### config.mk
export PLATFORM = sky130hd
export DESIGN_NAME = tis_lane
export DESIGN_NICKNAME = d
export VERILOG_FILES = /design/src/design/tis_pkg.sv /design/src/design/tis_lane.sv
export SDC_FILE = /design/constraint.sdc
export NUM_CORES = 1
export LEC_CHECK = 0
export BUFFER_PORTS_ARGS = -buffer_cell sky130_fd_sc_hd__buf_2
export CORE_AREA = 2 2 173 175
export CTS_BUF_LIST = sky130_fd_sc_hd__clkbuf_4 sky130_fd_sc_hd__clkbuf_8
export DETAILED_ROUTE_END_ITERATION = 10
export DIE_AREA = 0 0 175 177
export GPL_ROUTABILITY_DRIVEN = 0
export PLACE_DENSITY = 0.67
export SYNTH_ARGS = -nofsm -noshare
export SYNTH_HDL_FRONTEND = slang
export SYNTH_SLANG_ARGS = --single-unit
### constraint.sdc
create_clock -name clk_i -period 12.2 [get_ports clk_i]
set_clock_uncertainty 0.05 [all_clocks]
set_input_delay 1.22 -clock clk_i [delete_from_list [all_inputs] [get_ports clk_i]]
set_output_delay 1.22 -clock clk_i [all_outputs]
set_load 0.02 [all_outputs]
### src/design/tis_pkg.sv
// shared types and constants for the trace interval statistics monitor
// no dependencies; used by tis_lane and trace_interval_statistics
package tis_pkg;

  localparam int unsigned EV_SLOTS = 6;
  localparam int unsigned STAT_W   = 64;
  localparam int unsigned READ_W   = 63;
  localparam int unsigned OP_W     = 3;
  localparam int unsigned MASK_W   = 6;
  localparam int unsigned PADDR_W  = 4;
  localparam int unsigned PDATA_W  = 32;

  typedef enum logic [OP_W-1:0] {
    OP_START      = 3'd0,
    OP_END        = 3'd1,
    OP_COUNT_CALL = 3'd2,
    OP_ADD_WEIGHT = 3'd3,
    OP_CLEAR      = 3'd4
  } op_e;

  typedef enum logic [1:0] {
    REG_EVENT_MASK  = 2'd0,
    REG_CALL_EN     = 2'd1,
    REG_WEIGHT_EN   = 2'd2,
    REG_TIMING_EN   = 2'd3
  } reg_idx_e;

  // per-counter control for one statistics update
  typedef struct packed {
    logic update;
    logic start;
    logic finish;
    logic clear;
    logic enable;
  } lane_ctl_t;

endpackage

### src/design/tis_lane.sv
// one event counter lane: start snapshot and accumulated positive delta
// depends on tis_pkg (lane_ctl_t, widths)
module tis_lane (
  input  logic                               clk_i,
  input  logic                               rst_ni,
  input  tis_pkg::lane_ctl_t                 ctl_i,
  input  logic [tis_pkg::READ_W-1:0]         reading_i,
  output logic [tis_pkg::STAT_W-1:0]         accum_o
);

  logic [tis_pkg::READ_W-1:0] snap_q, snap_d;
  logic [tis_pkg::STAT_W-1:0] accum_q, accum_d;
  logic [tis_pkg::READ_W-1:0] delta;

  assign delta = reading_i - snap_q;

  always_comb begin
    snap_d  = snap_q;
    accum_d = accum_q;
    if (ctl_i.clear) begin
      snap_d  = '0;
      accum_d = '0;
    end else if (ctl_i.start && ctl_i.enable) begin
      snap_d = reading_i;
    end else if (ctl_i.finish && ctl_i.enable && (reading_i > snap_q)) begin
      accum_d = accum_q + {1'b0, delta};
    end
  end

  always_ff @(posedge clk_i or negedge rst_ni) begin
    if (!rst_ni) begin
      snap_q  <= '0;
      accum_q <= '0;
    end else if (ctl_i.update) begin
      snap_q  <= snap_d;
      accum_q <= accum_d;
    end
  end

  // value after this update, for the result register
  assign accum_o = accum_d;

`ifndef ASSERT_OFF
  a_clear_zeroes: assert property (@(posedge clk_i) disable iff (!rst_ni)
    (ctl_i.update && ctl_i.clear) |=> (accum_q == '0 && snap_q == '0))
    else $error("lane not cleared");
  a_no_change_idle: assert property (@(posedge clk_i) disable iff (!rst_ni)
    !ctl_i.update |=> ($stable(accum_q) && $stable(snap_q)))
    else $error("lane changed without update");
  a_disabled_holds: assert property (@(posedge clk_i) disable iff (!rst_ni)
    (ctl_i.update && !ctl_i.enable && !ctl_i.clear) |=> $stable(accum_q))
    else $error("disabled lane accumulated");
`endif

endmodule

==> reports/metrics.cfg <==
[placed_design]
place_hpwl_mm = 32.0
port_buffers = 133
placedCellCount = 2226
place_area_um2 = 14800

[layout]
nFillCells = 2900
fin_nets = 2061
fin_util_pct = 51.9
final_cell_area_um2 = 15200
syn_to_final_growth_pct = 7.95
diodes = 0
layout-drive-gt1-share_pct = 10.7
final_cells = 2254

[drt]
drt-total-wl_mm = 42.8
ant_nets = 0
vias = 14100
route.detailed.drc = 0
via_per_inst = 6.24
drt-wirelength-per-cell_um = 19.0
drt_pass1_iterations = 5
first_iter_violations = 1159

[clocking]
clockRootBuffer = clkbuf_8
clk_latency_ns = 0.47
htree_levels = 4
cts_buffer_depth = 2
ctsHoldBuffers = 0
path_clk_slew_ns = 0.08
cts_sinks = 127
cts.repair.resized = 0
cts_setup_buffers = 0
numCtsBuffers = 17
cts_tree = built

[die]
die-area_um2 = 31000
die_w_um = 175
chipHeight_um = 177
row_count = 63
initial_core_util_pct = 48.1
io_pins = 134
coreArea_um2 = 29200

[sta]
tns_ns = 0
slew_headroom_pct = 18.6
fmax_mhz = 117
slew_violations = 0
tightest_slew_ns = 1.22
hold_viol_final = 0
rsz0062_at_grt = false
fin_crit_ns = 8.53
finalCritPeriodShare_pct = 69.9
setup_violations = 0

[logic_synthesis]
ys_seq_elements = 127
netlist-cell-type-count = 81
synth_edf_count = 0
synth_most_common_cell = a21oi_1
yosys-top-cells-area = dfrtp_1 23%, ha_1 12%, a21oi_1 8.4%
netlist_instances = 1805
synth_common_cells = 237 x a21oi_1, 156 x nand2_1, 137 x nor2_1
seq_area_frac_synth_pct = 22.6
avgSynthCellArea_um2 = 7.79
yosysTopAreaCell = dfrtp_1
ys.flop_type = dfrtp_1
synthArstFlopShare_pct = 100
synth_area_um2 = 14100
yosys_warnings = 0
mappedNetlistNets = 2011
netlist.area_leader.share_pct = 22.6

[min_path]
min-delay-start = snap_q[0]
min_path_type = reg2reg
min_to = snap_q[0]
whs_path_depth = 2

[setup_path]
path_max_fanout = 7
start_kind = primary input
cp_num_buf_inv = 4
r2r_start = snap_q[0]
cp_slowest_cell = or4_1
crit_arrival_ns = 7.26
cp_top_family = compound AO/OA/AOI/OAI gates
rrSetupSlack_ns = 6.13
r2r-end = accum_q[62]
max_stage_delay_ns = 0.54
crit_cells = 26
worstPathRequired_ns = 10.93
reg2reg_depth = 23
critPathKind = in2out
worstSetupEndpointType = primary output

[power_and_ir_drop]
clock_power_share_pct = 15.7
total_power_uw = 2280
p_switching_uw = 1100
power-per-cell-area_nw_per_um2 = 150
netSwitchingFraction_pct = 48.3
leakage_uw = 0.00735
peakVddDrop_v = 0.0000696
p_seq_share_pct = 22.8
pwr-share-comb_pct = 61.5
p_int_uw = 1180

[grt]
top_usage_layer = met2
grt_max_degree = 96
use_met1_pct = 39.3
gr-usage-all-layers_pct = 27.3
grt_use_met2_pct = 42.9
grt_remaining_overflow = 0
antenna_found_initial = 0
grtUsageMet3_pct = 3.63
first_global_vias = 12900
grt_pass1_wl_mm = 68.3

[status]
status = complete, no violations

[run]
maxCapViolCount = 0

==> final cells by class <==
class | count | area (um2) | share of cell area (%)
Clock inverter | 6 | 62.6 | 0.412
Timing Repair Buffer | 142 | 742 | 4.89
Tap cell | 390 | 488 | 3.21
Sequential cell | 127 | 3180 | 20.9
Multi-Input combinational cell | 1462 | 10000 | 66.1
Inverter | 105 | 394 | 2.59
Clock buffer | 22 | 290 | 1.91
==> worst reg2reg max path, delay by kind of cell (launching register included) <==
family | cells | cell delay [ns]
compound gates | 14 | 3.91
fa+ha+maj | 3 | 0.93
xor+xnor | 1 | 0.17
buf+inv | 1 | 0.06
mux | 1 | 0.22
flops | 1 | 0.36
simple gates | 3 | 0.26
==> sequential cells by signal, summed over array words and instances (netlist names) <==
register and flops:
snap_q 63, accum_q 64
==> logic make-up (layout without fill, tap and decap cells) <==
logic type / count (synthesis) / in the layout / synth area share [%]
muxes: 21 / 21 / 1.49
AOI/OAI and AO/OA: 700 / 700 / 33.9
adders and majority gates: 136 / 136 / 12.2
DFF: 127 / 127 / 22.6
and+or+nand+nor: 491 / 491 / 16.5
xor gates and xnor gates: 114 / 114 / 7.10
buffers and inverters: 216 / 275 / 6.21
==> power by group through the flow <==
| stage | clock, uW | combinational, uW | sequential [uW] |
|---|---|---|---|
| final | 359 | 1410 | 520 |
| after global routing | 380 | 1540 | 526 |
| after CTS | 367 | 1380 | 519 |
| after detailed placement | 0 | 1370 | 526 |
| after global placement | 0 | 1360 | 524 |
| after floorplan | 0 | 1060 | 514 |
==> per-stage QoR <==
| step | hold slack [ns] | setup WS [ns] |
|---|---|---|
| 2_1_floorplan | 0.402 | 4.94 |
| 3_3_place_gp | 0.422 | 3.95 |
| 3_5_place_dp | 0.442 | 3.80 |
| 4_1_cts | 0.464 | 3.76 |
| 5_1_grt | 0.491 | 3.45 |
| 6_report | 0.464 | 3.67 |
==> how the worst max path moves through the flow <==
stage                     slack, ns    startpoint           to
after floorplan                4.94  reading_i[0]  accum_o[61]
after global placement         3.95  reading_i[0]  accum_o[61]
after detailed placement       3.80  reading_i[0]  accum_o[61]
after CTS                      3.76  reading_i[0]  accum_o[61]
after global routing           3.45  reading_i[0]  accum_o[61]
final                          3.67  reading_i[0]  accum_o[61]
==> cells in the final DEF (no fill, tap or decap), drive strengths merged, types with 70 or more instances in the layout <==
cell type / Yosys / layout
a21o: 70 / 70
a21oi: 238 / 238
buf: 32 / 142
dfrtp: 127 / 127
ha: 134 / 134
inv: 104 / 105
nand2: 156 / 156
nor2: 139 / 139
o21ai: 84 / 84
xnor2: 76 / 76
==> layer usage <==
metal | up-vias | routed length [um]
met4 | 0 | 782
li1 | 6807 | -
met2 | 459 | 19100
met3 | 49 | 2270
met1 | 6754 | 20700
met5 | - | 0
(Power assumes the default switching activity.)
